`src/rtl/core/cltsc_pkg.sv`:
```
// Package for the command line token syntax checker.
// Token event type, verdict and grammar state codes, character constants.
// No dependencies.
`default_nettype none
package cltsc_pkg;

    localparam int QDEPTH = 4;
    localparam int QPTR_W = $clog2(QDEPTH);
    localparam int QCNT_W = $clog2(QDEPTH + 1);

    localparam logic [7:0] CH_DASH  = 8'd45;
    localparam logic [7:0] CH_QUOTE = 8'd34;
    localparam logic [1:0] MIN_OPT_LEN = 2'd2;

    localparam logic [1:0] TK_NAME = 2'd0;
    localparam logic [1:0] TK_OPT  = 2'd1;
    localparam logic [1:0] TK_ARG  = 2'd2;

    localparam logic [2:0] GS_START = 3'd0;
    localparam logic [2:0] GS_NAME  = 3'd1;
    localparam logic [2:0] GS_OPT   = 3'd2;
    localparam logic [2:0] GS_ARG   = 3'd3;
    localparam logic [2:0] GS_END   = 3'd4;
    localparam logic [2:0] GS_DEAD  = 3'd7;

    localparam logic [2:0] VD_COMPLETE  = 3'd0;
    localparam logic [2:0] VD_EARLY_END = 3'd1;
    localparam logic [2:0] VD_LEX_ERR   = 3'd2;
    localparam logic [2:0] VD_SYN_ERR   = 3'd3;
    localparam logic [2:0] VD_FIRST_BAD = 3'd4;

    typedef struct packed {
        logic       has_token;
        logic [1:0] kind;
        logic       lex_err;
        logic       eol;
    } t_tok_evt;

endpackage
`default_nettype wire

```
`src/rtl/core/cltsc_if.sv`:
```
// Valid/ready channel interfaces for the syntax checker.
// Depends on nothing; payload widths are fixed by the item fields.
`default_nettype none
interface cltsc_char_if;
    logic       valid;
    logic       ready;
    logic [7:0] char_code;
    logic       line_end;
    modport source (output valid, char_code, line_end, input ready);
    modport sink   (input valid, char_code, line_end, output ready);
endinterface

interface cltsc_verdict_if;
    logic       valid;
    logic       ready;
    logic [2:0] verdict;
    logic [2:0] grammar_state;
    modport source (output valid, verdict, grammar_state, input ready);
    modport sink   (input valid, verdict, grammar_state, output ready);
endinterface
`default_nettype wire

```
`src/rtl/core/cltsc_lexer.sv`:
```
// Front end: splits the character stream into tokens and classifies them.
// Emits one token event per finished token or end of line. Uses cltsc_pkg.
`default_nettype none
module cltsc_lexer (
    input  wire logic                i_clk,
    input  wire logic                i_rst_n,
    input  wire logic                i_valid,
    input  wire logic [7:0]          i_char_code,
    input  wire logic                i_line_end,
    output logic                     o_ready,
    input  wire logic                i_q_full,
    output logic                     o_push,
    output cltsc_pkg::t_tok_evt      o_evt
);

    localparam logic [1:0] LM_BETWEEN = 2'd0;
    localparam logic [1:0] LM_PLAIN   = 2'd1;
    localparam logic [1:0] LM_QUOTE   = 2'd2;

    logic [1:0] r_mode, n_mode;
    logic [1:0] r_len, n_len;
    logic       r_dash, n_dash;
    logic       r_alpha, n_alpha;
    logic       acc, is_ws, is_letter;
    logic [1:0] len_inc;

    assign o_ready = !i_q_full;
    assign acc     = i_valid && o_ready;
    assign is_ws   = (i_char_code == 8'd32) || (i_char_code inside {[8'd9:8'd13]});
    assign is_letter = (i_char_code inside {[8'd65:8'd90], [8'd97:8'd122]});
    assign len_inc = (r_len < 2'd2) ? r_len + 2'd1 : r_len;

    always_comb begin
        n_mode  = r_mode;
        n_len   = r_len;
        n_dash  = r_dash;
        n_alpha = r_alpha;
        o_evt   = '0;
        if (i_line_end) begin
            o_evt.eol = 1'b1;
            case (r_mode)
                LM_PLAIN: begin
                    o_evt.has_token = 1'b1;
                    o_evt.kind      = r_dash ? cltsc_pkg::TK_OPT : cltsc_pkg::TK_NAME;
                    o_evt.lex_err   = r_dash ? (r_len < cltsc_pkg::MIN_OPT_LEN) : !r_alpha;
                end
                LM_QUOTE: begin
                    o_evt.has_token = 1'b1;
                    o_evt.kind      = (r_len == 2'd1) ? cltsc_pkg::TK_ARG : cltsc_pkg::TK_NAME;
                    o_evt.lex_err   = (r_len != 2'd1);
                end
                default: ;
            endcase
            n_mode  = LM_BETWEEN;
            n_len   = 2'd0;
            n_dash  = 1'b0;
            n_alpha = 1'b1;
        end else begin
            case (r_mode)
                LM_PLAIN: begin
                    if (is_ws) begin
                        o_evt.has_token = 1'b1;
                        o_evt.kind      = r_dash ? cltsc_pkg::TK_OPT : cltsc_pkg::TK_NAME;
                        o_evt.lex_err   = r_dash ? (r_len < cltsc_pkg::MIN_OPT_LEN)
                                                 : !r_alpha;
                        n_mode = LM_BETWEEN;
                    end else begin
                        n_len   = len_inc;
                        n_alpha = r_alpha && is_letter;
                    end
                end
                LM_QUOTE: begin
                    if (i_char_code == cltsc_pkg::CH_QUOTE) begin
                        o_evt.has_token = 1'b1;
                        o_evt.kind      = cltsc_pkg::TK_ARG;
                        n_mode = LM_BETWEEN;
                    end else begin
                        n_len = len_inc;
                    end
                end
                default: begin
                    if (!is_ws) begin
                        n_len = 2'd1;
                        if (i_char_code == cltsc_pkg::CH_QUOTE) begin
                            n_mode  = LM_QUOTE;
                            n_dash  = 1'b0;
                            n_alpha = 1'b0;
                        end else begin
                            n_mode  = LM_PLAIN;
                            n_dash  = (i_char_code == cltsc_pkg::CH_DASH);
                            n_alpha = is_letter;
                        end
                    end
                end
            endcase
        end
    end

    assign o_push = acc && (o_evt.eol || o_evt.has_token);

    always_ff @(posedge i_clk) begin
        if (!i_rst_n) begin
            r_mode  <= LM_BETWEEN;
            r_len   <= 2'd0;
            r_dash  <= 1'b0;
            r_alpha <= 1'b1;
        end else if (acc) begin
            r_mode  <= n_mode;
            r_len   <= n_len;
            r_dash  <= n_dash;
            r_alpha <= n_alpha;
        end
    end

endmodule
`default_nettype wire

```
`src/rtl/core/cltsc_queue.sv`:
```
// Short FIFO of token events between the lexer and the grammar checker.
// Depth from cltsc_pkg::QDEPTH. Uses cltsc_pkg.
`default_nettype none
module cltsc_queue (
    input  wire logic                i_clk,
    input  wire logic                i_rst_n,
    input  wire logic                i_push,
    input  wire cltsc_pkg::t_tok_evt i_evt,
    output logic                     o_full,
    input  wire logic                i_pop,
    output cltsc_pkg::t_tok_evt      o_evt,
    output logic                     o_empty
);

    cltsc_pkg::t_tok_evt r_mem [cltsc_pkg::QDEPTH];
    logic [cltsc_pkg::QPTR_W-1:0] r_wr, r_rd;
    logic [cltsc_pkg::QCNT_W-1:0] r_cnt, n_cnt;
    logic do_push, do_pop;

    assign o_full  = (r_cnt == cltsc_pkg::QCNT_W'(cltsc_pkg::QDEPTH));
    assign o_empty = (r_cnt == '0);
    assign do_push = i_push && !o_full;
    assign do_pop  = i_pop && !o_empty;
    assign o_evt   = r_mem[r_rd];

    always_comb begin
        n_cnt = r_cnt;
        if (do_push && !do_pop) begin
            n_cnt = r_cnt + cltsc_pkg::QCNT_W'(1);
        end else if (do_pop && !do_push) begin
            n_cnt = r_cnt - cltsc_pkg::QCNT_W'(1);
        end
    end

    always_ff @(posedge i_clk) begin
        if (do_push) begin
            r_mem[r_wr] <= i_evt;
        end
    end

    always_ff @(posedge i_clk) begin
        if (!i_rst_n) begin
            r_wr  <= '0;
            r_rd  <= '0;
            r_cnt <= '0;
        end else begin
            if (do_push) r_wr <= r_wr + cltsc_pkg::QPTR_W'(1);
            if (do_pop)  r_rd <= r_rd + cltsc_pkg::QPTR_W'(1);
            r_cnt <= n_cnt;
        end
    end

endmodule
`default_nettype wire

```
`src/rtl/core/cltsc_grammar.sv`:
```
// Back end: runs the token grammar, decides one verdict per line and
// holds it in the output register. Uses cltsc_pkg.
`default_nettype none
module cltsc_grammar (
    input  wire logic                i_clk,
    input  wire logic                i_rst_n,
    input  wire cltsc_pkg::t_tok_evt i_evt,
    input  wire logic                i_empty,
    output logic                     o_pop,
    output logic                     o_valid,
    input  wire logic                i_ready,
    output logic [2:0]               o_verdict,
    output logic [2:0]               o_grammar_state
);

    logic [2:0] r_state, n_state;
    logic       r_decided, n_decided;
    logic       r_ovalid;
    logic [2:0] r_verdict, r_gstate;
    logic       emit;
    logic [2:0] e_verdict, e_gstate, ns;

    function automatic logic [2:0] next_state(input logic [2:0] s, input logic [1:0] k);
        case (s)
            cltsc_pkg::GS_START: next_state = (k == cltsc_pkg::TK_NAME) ? cltsc_pkg::GS_NAME
                                                                        : cltsc_pkg::GS_DEAD;
            cltsc_pkg::GS_NAME:  next_state = (k == cltsc_pkg::TK_OPT) ? cltsc_pkg::GS_OPT :
                                              (k == cltsc_pkg::TK_ARG) ? cltsc_pkg::GS_END :
                                                                         cltsc_pkg::GS_DEAD;
            cltsc_pkg::GS_OPT:   next_state = (k == cltsc_pkg::TK_OPT) ? cltsc_pkg::GS_OPT :
                                              (k == cltsc_pkg::TK_ARG) ? cltsc_pkg::GS_ARG :
                                                                         cltsc_pkg::GS_DEAD;
            cltsc_pkg::GS_ARG:   next_state = (k == cltsc_pkg::TK_OPT) ? cltsc_pkg::GS_OPT :
                                              (k == cltsc_pkg::TK_ARG) ? cltsc_pkg::GS_ARG :
                                                                         cltsc_pkg::GS_END;
            default:             next_state = cltsc_pkg::GS_DEAD;
        endcase
    endfunction

    assign o_pop = !i_empty && (!r_ovalid || i_ready);
    assign ns    = next_state(r_state, i_evt.kind);

    always_comb begin
        n_state   = r_state;
        n_decided = r_decided;
        emit      = 1'b0;
        e_verdict = cltsc_pkg::VD_COMPLETE;
        e_gstate  = r_state;
        if (!r_decided && i_evt.has_token) begin
            if (i_evt.lex_err) begin
                emit      = 1'b1;
                e_verdict = cltsc_pkg::VD_LEX_ERR;
            end else if (r_state == cltsc_pkg::GS_START) begin
                if (i_evt.kind != cltsc_pkg::TK_NAME) begin
                    emit      = 1'b1;
                    e_verdict = cltsc_pkg::VD_FIRST_BAD;
                end else begin
                    n_state = cltsc_pkg::GS_NAME;
                end
            end else if (ns == cltsc_pkg::GS_DEAD) begin
                emit      = 1'b1;
                e_verdict = cltsc_pkg::VD_SYN_ERR;
            end else begin
                n_state = ns;
                if (ns == cltsc_pkg::GS_END) begin
                    emit      = 1'b1;
                    e_verdict = cltsc_pkg::VD_COMPLETE;
                    e_gstate  = cltsc_pkg::GS_END;
                end
            end
        end
        if (emit) n_decided = 1'b1;
        if (i_evt.eol) begin
            if (!r_decided && !emit) begin
                emit      = 1'b1;
                e_gstate  = n_state;
                e_verdict = (n_state == cltsc_pkg::GS_START) ? cltsc_pkg::VD_FIRST_BAD
                                                             : cltsc_pkg::VD_EARLY_END;
            end
            n_state   = cltsc_pkg::GS_START;
            n_decided = 1'b0;
        end
    end

    always_ff @(posedge i_clk) begin
        if (!i_rst_n) begin
            r_state   <= cltsc_pkg::GS_START;
            r_decided <= 1'b0;
            r_ovalid  <= 1'b0;
        end else begin
            if (o_pop) begin
                r_state   <= n_state;
                r_decided <= n_decided;
            end
            if (o_pop && emit) begin
                r_ovalid <= 1'b1;
            end else if (i_ready) begin
                r_ovalid <= 1'b0;
            end
        end
    end

    always_ff @(posedge i_clk) begin
        if (o_pop && emit) begin
            r_verdict <= e_verdict;
            r_gstate  <= e_gstate;
        end
    end

    assign o_valid         = r_ovalid;
    assign o_verdict       = r_verdict;
    assign o_grammar_state = r_gstate;

endmodule
`default_nettype wire

```
`src/rtl/core/command_line_token_syntax_checker_unit.sv`:
```
// Top level of the command line token syntax checker: lexer, event queue,
// grammar checker. Uses cltsc_pkg, cltsc_if, cltsc_lexer, cltsc_queue, cltsc_grammar.
//
//   channel     dir   payload                         request
//   i_char      in    char_code[7:0], line_end        one character or end of line
//   o_verdict   out   verdict[2:0], grammar_state[2:0] one verdict per line
//
// One request per cycle is taken while the event queue is not full. A verdict
// follows the request that decides it through the lexer-to-queue write, then the
// grammar stage to the output register. Reset clears lexer, queue and grammar state.
// A stalled output holds the grammar stage; the lexer keeps taking requests
// until the four-entry event queue fills.
`default_nettype none
module command_line_token_syntax_checker_unit (
    input  wire logic      i_clk,
    input  wire logic      i_rst_n,
    cltsc_char_if.sink     i_char,
    cltsc_verdict_if.source o_verdict
);

    cltsc_pkg::t_tok_evt lx_evt, q_evt;
    logic lx_push, q_full, q_pop, q_empty;

    cltsc_lexer u_lexer (
        .i_clk       (i_clk),
        .i_rst_n     (i_rst_n),
        .i_valid     (i_char.valid),
        .i_char_code (i_char.char_code),
        .i_line_end  (i_char.line_end),
        .o_ready     (i_char.ready),
        .i_q_full    (q_full),
        .o_push      (lx_push),
        .o_evt       (lx_evt)
    );

    cltsc_queue u_queue (
        .i_clk   (i_clk),
        .i_rst_n (i_rst_n),
        .i_push  (lx_push),
        .i_evt   (lx_evt),
        .o_full  (q_full),
        .i_pop   (q_pop),
        .o_evt   (q_evt),
        .o_empty (q_empty)
    );

    cltsc_grammar u_grammar (
        .i_clk           (i_clk),
        .i_rst_n         (i_rst_n),
        .i_evt           (q_evt),
        .i_empty         (q_empty),
        .o_pop           (q_pop),
        .o_valid         (o_verdict.valid),
        .i_ready         (o_verdict.ready),
        .o_verdict       (o_verdict.verdict),
        .o_grammar_state (o_verdict.grammar_state)
    );

endmodule
`default_nettype wire

```
`src/flat_wrapper.sv`:
```
// flat-port wrapper written by rule: the top's interface ports become plain ports
module command_line_token_syntax_checker_unit_flat 
  (i_clk, i_rst_n, i_char_valid, i_char_char_code, i_char_line_end, i_char_ready, o_verdict_valid, o_verdict_verdict, o_verdict_grammar_state, o_verdict_ready);
  cltsc_char_if i_char_i ();
  cltsc_verdict_if o_verdict_i ();
  input  wire logic i_clk;
  input  wire logic i_rst_n;
  input wire logic [$bits(i_char_i.valid)-1:0] i_char_valid;
  input wire logic [$bits(i_char_i.char_code)-1:0] i_char_char_code;
  input wire logic [$bits(i_char_i.line_end)-1:0] i_char_line_end;
  output wire logic [$bits(i_char_i.ready)-1:0] i_char_ready;
  output wire logic [$bits(o_verdict_i.valid)-1:0] o_verdict_valid;
  output wire logic [$bits(o_verdict_i.verdict)-1:0] o_verdict_verdict;
  output wire logic [$bits(o_verdict_i.grammar_state)-1:0] o_verdict_grammar_state;
  input wire logic [$bits(o_verdict_i.ready)-1:0] o_verdict_ready;
  assign i_char_i.valid = i_char_valid;
  assign i_char_i.char_code = i_char_char_code;
  assign i_char_i.line_end = i_char_line_end;
  assign i_char_ready = i_char_i.ready;
  assign o_verdict_valid = o_verdict_i.valid;
  assign o_verdict_verdict = o_verdict_i.verdict;
  assign o_verdict_grammar_state = o_verdict_i.grammar_state;
  assign o_verdict_i.ready = o_verdict_ready;
  command_line_token_syntax_checker_unit u_core (.i_clk(i_clk), .i_rst_n(i_rst_n), .i_char(i_char_i), .o_verdict(o_verdict_i));
endmodule
```
`config.mk`:
```
export PLATFORM = sky130hd
export DESIGN_NAME = command_line_token_syntax_checker_unit_flat
export DESIGN_NICKNAME = d
export VERILOG_FILES = /design/src/rtl/core/cltsc_pkg.sv /design/src/rtl/core/cltsc_if.sv /design/src/rtl/core/cltsc_lexer.sv /design/src/rtl/core/cltsc_queue.sv /design/src/rtl/core/cltsc_grammar.sv /design/src/rtl/core/command_line_token_syntax_checker_unit.sv /design/src/flat_wrapper.sv
export SDC_FILE = /design/constraint.sdc
export NUM_CORES = 1
export LEC_CHECK = 0
export ABC_CLOCK_PERIOD_IN_PS = 4550
export BUFFER_PORTS_ARGS = -buffer_cell sky130_fd_sc_hd__buf_2
export CAP_MARGIN = 0
export CORE_ASPECT_RATIO = 1.2
export CORE_MARGIN = 10
export CORE_UTILIZATION = 64
export CTS_BUF_LIST = sky130_fd_sc_hd__clkbuf_4
export CTS_CLUSTER_SIZE = 10
export DETAILED_ROUTE_END_ITERATION = 7
export GPL_ROUTABILITY_DRIVEN = 0
export PLACE_DENSITY = 0.88
export SETUP_SLACK_MARGIN = 0.4
export SYNTH_ARGS = -nofsm -noshare
export SYNTH_HDL_FRONTEND = slang
export SYNTH_SLANG_ARGS = --single-unit
```
`constraint.sdc`:
```
create_clock -name i_clk -period 4.55 [get_ports i_clk]
set_input_delay 0.455 -clock i_clk [delete_from_list [all_inputs] [get_ports i_clk]]
set_output_delay 0.455 -clock i_clk [all_outputs]
set_load 0.02 [all_outputs]
```
# After elaboration in Yosys (flattened, before gate mapping)
# Memory sizes are Yosys's and may differ from the RTL's. A register that Yosys moved wholly into a read port is not among the register bits.
# Cells that the tools add are included.
# classes
order_cmp	7
reduce_logical	40
eq_ne	24
muxes	78
addsub	5
# ops
op	count
3-bit two-way mux	29
2-bit two-way mux	15
1-bit two-way mux	26
8-bit by 6-bit equality test with 1-bit output (second input constant)	3
8-bit by 7-bit >= comparator with 1-bit output (second input constant)	2
8-bit by 7-bit less-or-equal comparator with 1-bit output (second input constant)	2
1-bit logical AND	14
3-bit != test (second input constant)	4
3-bit one-hot mux with 4 select lines	1
2-bit nonzero test	5
3-bit equality test (second input constant)	3
3-bit logical NOT	3
8-bit by 4-bit >= comparator with 1-bit output (second input constant)	1
8-bit by 4-bit less-or-equal comparator with 1-bit output (second input constant)	1
1-bit logical NOT	8
4-bit two-way mux	2
2-bit one-hot mux with 2 select lines	2
4-bit one-hot mux with 2 select lines	1
4-bit AND reduction	2
2-bit by 1-bit adder with 2-bit output (second input constant)	3
2-bit by 1-bit equality test with 1-bit output (second input constant)	3
3-bit by 2-bit equality test with 1-bit output (second input constant)	2
3-bit one-hot mux with 2 select lines	1
3-bit AND reduction	2
other kinds (14)	19
# word_totals
ramBits	20
out_inout_bits	8
ff_bits	24
in_bits	13
wordCells	167
mem_count	1
# memory_table
memory	words	width	read_ports	rd_ports_with_merged_regs	wr	line	text
u_core.u_queue.r_mem	4	5	1	1	1	cltsc_queue.sv:15	cltsc_pkg::t_tok_evt r_mem [cltsc_pkg::QDEPTH];

# Longest topological paths before layout
# logic_depth
word_depth	16
ltp_mapped	10
mapped_depth_nobuf	10

# Hierarchy
# Synthesis repeated with hierarchy kept, for this count alone.
# unflattened
cells_unflattened	258
hier_area_um2	2776.4
# modules_own_cells
mod	area_each_um2	instances	cells_each	seq_area_each_um2
cltsc_queue	1207.4	1	74	780.7
cltsc_grammar	897.1	1	96	280.3
cltsc_lexer	671.9	1	88	120.1

# Worst setup path before layout
# OpenSTA, ideal clock, no wires.
# synth_path
path_kind	input-to-reg
from	in i_char_char_code[1]
to	reg u_core.u_queue.r_cnt[2] in the netlist's numbering
required_time_ns	4.479
setup_slack_ns	1.553
arrival_time_ns	2.927
stages	10
path_buffers	0
setup_time_ns	0.071
path_cell_list	or4b_1 > a21oi_2 > o211ai_2 > a221oi_4 > ha_1 > inv_1 > fa_1 > xor2_1 > or3_1 > a21oi_1
# synth_between
elab_chain_len	12
word_cells_on_any_way	18
classes_between	order compare: 2; eq/ne: 2; mux: 5; reduce/logical: 9
# synth_lines
element	line	text
start, declared	flat_wrapper.sv:9	input wire logic [$bits(i_char_i.char_code)-1:0] i_char_char_code;
8-bit by 4-bit >= comparator with 1-bit output or 8-bit by 4-bit less-or-equal comparator with 1-bit output (tied branches)	cltsc_lexer.sv:29	assign is_ws = (i_char_code == 8'd32) || (i_char_code inside {[8'd9:8'd13]});
1-bit logical AND	cltsc_lexer.sv:29	
1-bit logical OR	cltsc_lexer.sv:29	
4-bit two-way mux	cltsc_lexer.sv:61	if (is_ws) begin
3-bit one-hot mux with 2 select lines *	cltsc_lexer.sv:59	case (r_mode)
4-bit two-way mux *	cltsc_lexer.sv:39	if (i_line_end) begin
1-bit logical OR *	cltsc_lexer.sv:99	assign o_push = acc && (o_evt.eol || o_evt.has_token);
1-bit logical AND *	cltsc_lexer.sv:99	
1-bit logical AND *	cltsc_queue.sv:22	assign do_push = i_push && !o_full;
via u_core.u_queue.do_push	cltsc_queue.sv:18	logic do_push, do_pop;
1-bit logical NOT	cltsc_queue.sv:30	end else if (do_pop && !do_push) begin
1-bit logical AND	cltsc_queue.sv:30	
2-bit nonzero test (no line)	n/a	
end signal, assigned	cltsc_queue.sv:49	r_cnt <= n_cnt;
end, declared	cltsc_queue.sv:17	logic [cltsc_pkg::QCNT_W-1:0] r_cnt, n_cnt;
# The timed path passes the listed nets; every way through them passes the cells marked *.
# A chain may end at the register's enable or synchronous reset.

==> impl_metrics.env <==
export IMPL_p_sw_uw=537
export IMPL_finalSetupViolCount=0
export IMPL_seqPwrFrac=0.416
export IMPL_area_growth_pct=6.24
export IMPL_worst_slew_pin_slew_ns=0.638
export IMPL_setup_tns_ns=0
export IMPL_ys_seq_area_frac=0.450
export IMPL_cp_start_kind="flip-flop"
export IMPL_max_stage_delay_ns=0.62
export IMPL_cts_buffers=5
export IMPL_required_ns=4.56
export IMPL_netlist_area_um2=2630
export IMPL_die_h_um=90.2
export IMPL_first_global_vias=1870
export IMPL_clock_root_buffer="clkbuf_4"
export IMPL_post_synth_inst_count=236
export IMPL_internal_power_uw=869
export IMPL_path_max_fanout=7
export IMPL_cts_sinks=46
export IMPL_place_area_um2=2730
export IMPL_p_comb_frac=0.447
export IMPL_via_per_inst=6.04
export IMPL_whs_ns=0.403
export IMPL_finalNonFillerCells=308
export IMPL_n_antenna_cell=0
export IMPL_track_usage=0.138
export IMPL_cts_max_level=2
export IMPL_worst_ep_arrival_time_ns=3.32
export IMPL_nFillCells=306
export IMPL_rsz0062_at_grt="false"
export IMPL_boundaryPins=21
export IMPL_hold_violations=0
export IMPL_drt_iter0_markers=80
export IMPL_p_leak_uw=0.00105
export IMPL_worstSkewPairLatency_ns=0.35
export IMPL_cts_setup_buffers=0
export IMPL_p_sw_frac=0.382
export IMPL_drive_above_1_share=0.173
export IMPL_yosysUniqueCellTypes=69
export IMPL_clockBufferDepth=2
export IMPL_peakVddDrop_uv=344
export IMPL_grt_start_max_net_pins=17
export IMPL_synth_ff_latch_count=46
export IMPL_wl_per_cell_um=15.6
export IMPL_final_area_um2=2790
export IMPL_maxCapViolations=0
export IMPL_period_share=0.727
export IMPL_hp_class="in -> reg"
export IMPL_synth_warnings=0
export IMPL_min_period_ns=3.31
export IMPL_routed_wl_mm=4.81
export IMPL_critPathKind="reg -> reg"
export IMPL_syn_nets=262
export IMPL_status="finished clean"
export IMPL_core_um2=3940
export IMPL_synth_ff_type="edfxtp_1"
export IMPL_vias=1860
export IMPL_dp_cells=300
export IMPL_port_buffers=20
export IMPL_cts_hold_buf=0
export IMPL_dieArea_um2=7070
export IMPL_max_freq_mhz=302
export IMPL_fin_skew_ns=0.0222
export IMPL_maxSlewHeadroom=0.574
export IMPL_power_frac_clock=0.137
export IMPL_cp_end_kind="flip-flop"
export IMPL_antenna_left=0
export IMPL_cts_resized_gates=0
export IMPL_synthArstFlopShare=0
export IMPL_slew_violations=0
export IMPL_hpwl_mm=3.76
export IMPL_crit_buf_inv=1
export IMPL_cts_tree="built"
export IMPL_drt_pre_antenna_iters=4
export IMPL_critPathTopFamily="compound AO/OA/AOI/OAI gates"
export IMPL_drc=0
export IMPL_post_route_util=0.708
export IMPL_fin_nets=279
export IMPL_power_density_nw_per_um2=504
export IMPL_grt_pass1_wl_mm=8.24
export IMPL_synth_edf_count=26
export IMPL_rows=25
export IMPL_grt_overflow=0
export IMPL_die_w_um=78.5
export IMPL_synth_area_per_cell_um2=11.1
export IMPL_clkTransAtPathRegs_ns=0.14
export IMPL_crit_slowest_cell="mux4_1"
export IMPL_initial_utilization=0.666
export IMPL_grt_antenna_before_repair=0
export IMPL_path_cells="mux4_1 > inv_1 > ha_1 > and3b_1 > a32o_1 > nor3_2 > o41ai_4 > a21oi_1"
-- per-layer routing --
layer,vias to the layer above,GRT usage,share of wire
li1,912,-,-
met4,0,0.0629,0.015
met1,893,0.150,0.40
met3,10,0.0259,0.037
met2,45,0.247,0.55
met5,-,0,0
-- cell usage in the layout, fill, tap and decap left out, types with 3 or more instances in the layout --
cell type | synthesis | final
nor2_1 | 10 | 10
a21oi_1 | 16 | 16
o21ai_0 | 4 | 4
xor2_1 | 3 | 3
nand4_1 | 5 | 5
inv_1 | 14 | 14
dfxtp_1 | 20 | 20
clkbuf_4 | 0 | 5
and2_1 | 8 | 8
ha_1 | 12 | 12
mux2i_1 | 9 | 9
nand2b_1 | 7 | 7
nand3_1 | 3 | 3
mux4_1 | 3 | 3
nand2_1 | 16 | 16
edfxtp_1 | 26 | 26
nor2b_1 | 5 | 5
buf_2 | 1 | 20
nor3_1 | 7 | 7
-- worst paths after layout --
kind | start | to | slack (ns) | cells after the start
setup / recovery | flip-flop | u_core.u_grammar.o_grammar_state[2] | 1.24 | 8
hold reg to reg | u_core.u_lexer.r_mode[0] | u_core.u_lexer.r_mode[0] | 0.49 | 2
setup reg to reg | flip-flop | u_core.u_grammar.o_grammar_state[2] | 1.24 | 8
hold / removal | i_char_char_code[5] | u_core.u_lexer.r_dash | 0.40 | 3
-- final cells by class --
cell class | instances | area, um2 | share of cell area
multi-input cells | 166 | 1330 | 0.476
flip-flops and latches | 46 | 1180 | 0.424
repair buffers | 20 | 100 | 0.0359
well taps | 54 | 67.6 | 0.0242
inverters | 14 | 52.6 | 0.0188
clock buffers | 5 | 37.5 | 0.0135
clock inverters | 3 | 23.8 | 0.00852
-- cell families after synthesis --
group,after synthesis,synth area share
and+or+nand+nor,84,0.192
AOI/OAI and AO/OA,50,0.150
DFF,46,0.450
buffers and inverters,24,0.0448
muxes,14,0.0815
adders and majority gates,13,0.0648
xor gates and xnor gates,5,0.0167
-- per-stage QoR --
step / setup WS (ns) / power [uW]
2_1_floorplan: 1.55 / 1110
3_3_place_gp: 1.26 / 1200
3_5_place_dp: 1.17 / 1220
4_1_cts: 1.23 / 1420
5_1_grt: 1.03 / 1510
6_report: 1.24 / 1410
-- sequential cells by signal, indices dropped and copies added, names as in the netlist, 2 cells and up, named ones only --
register / flops
u_core.u_queue.r_wr: 2
u_core.u_queue.r_mem: 20
u_core.u_lexer.r_len: 2
u_core.u_queue.r_rd: 2
u_core.u_queue.r_cnt: 3
u_core.u_grammar.o_verdict: 3
u_core.u_grammar.o_grammar_state: 3
u_core.u_lexer.r_mode: 2
u_core.u_grammar.r_state: 3
-- tightest hold or removal path, delay by kind of cell --
kind / cells / cell delay [ns]
AOI/OAI and AO/OA: 1 / 0.06
buffers and inverters: 1 / 0.13
and+or+nand+nor: 1 / 0.07
-- power by group through the flow --
stage                     Combinational [uW]  Sequential (uW)  Clock (uW)
after global routing                     693              596         222
after global placement                   611              592           0
after CTS                                631              586         198
final                                    629              586         192
after floorplan                          490              617           0
after detailed placement                 626              596           0
-- synth_stat cells (all sizes together), types with 4 or more instances --
master / count / share of area
o21ai: 6 / 0.011
dfxtp: 20 / 0.15
a21oi: 17 / 0.034
nor3: 8 / 0.017
nand2b: 7 / 0.017
inv: 14 / 0.020
nand2: 16 / 0.023
nand4: 5 / 0.012
nor2: 10 / 0.014
o211ai: 4 / 0.015
ha: 12 / 0.057
nor2b: 6 / 0.017
mux4: 5 / 0.047
buf: 5 / 0.018
mux2i: 9 / 0.034
clkbuf: 5 / 0.0072
edfxtp: 26 / 0.30
and2: 9 / 0.022
Power figures use the tool's default switching activity.
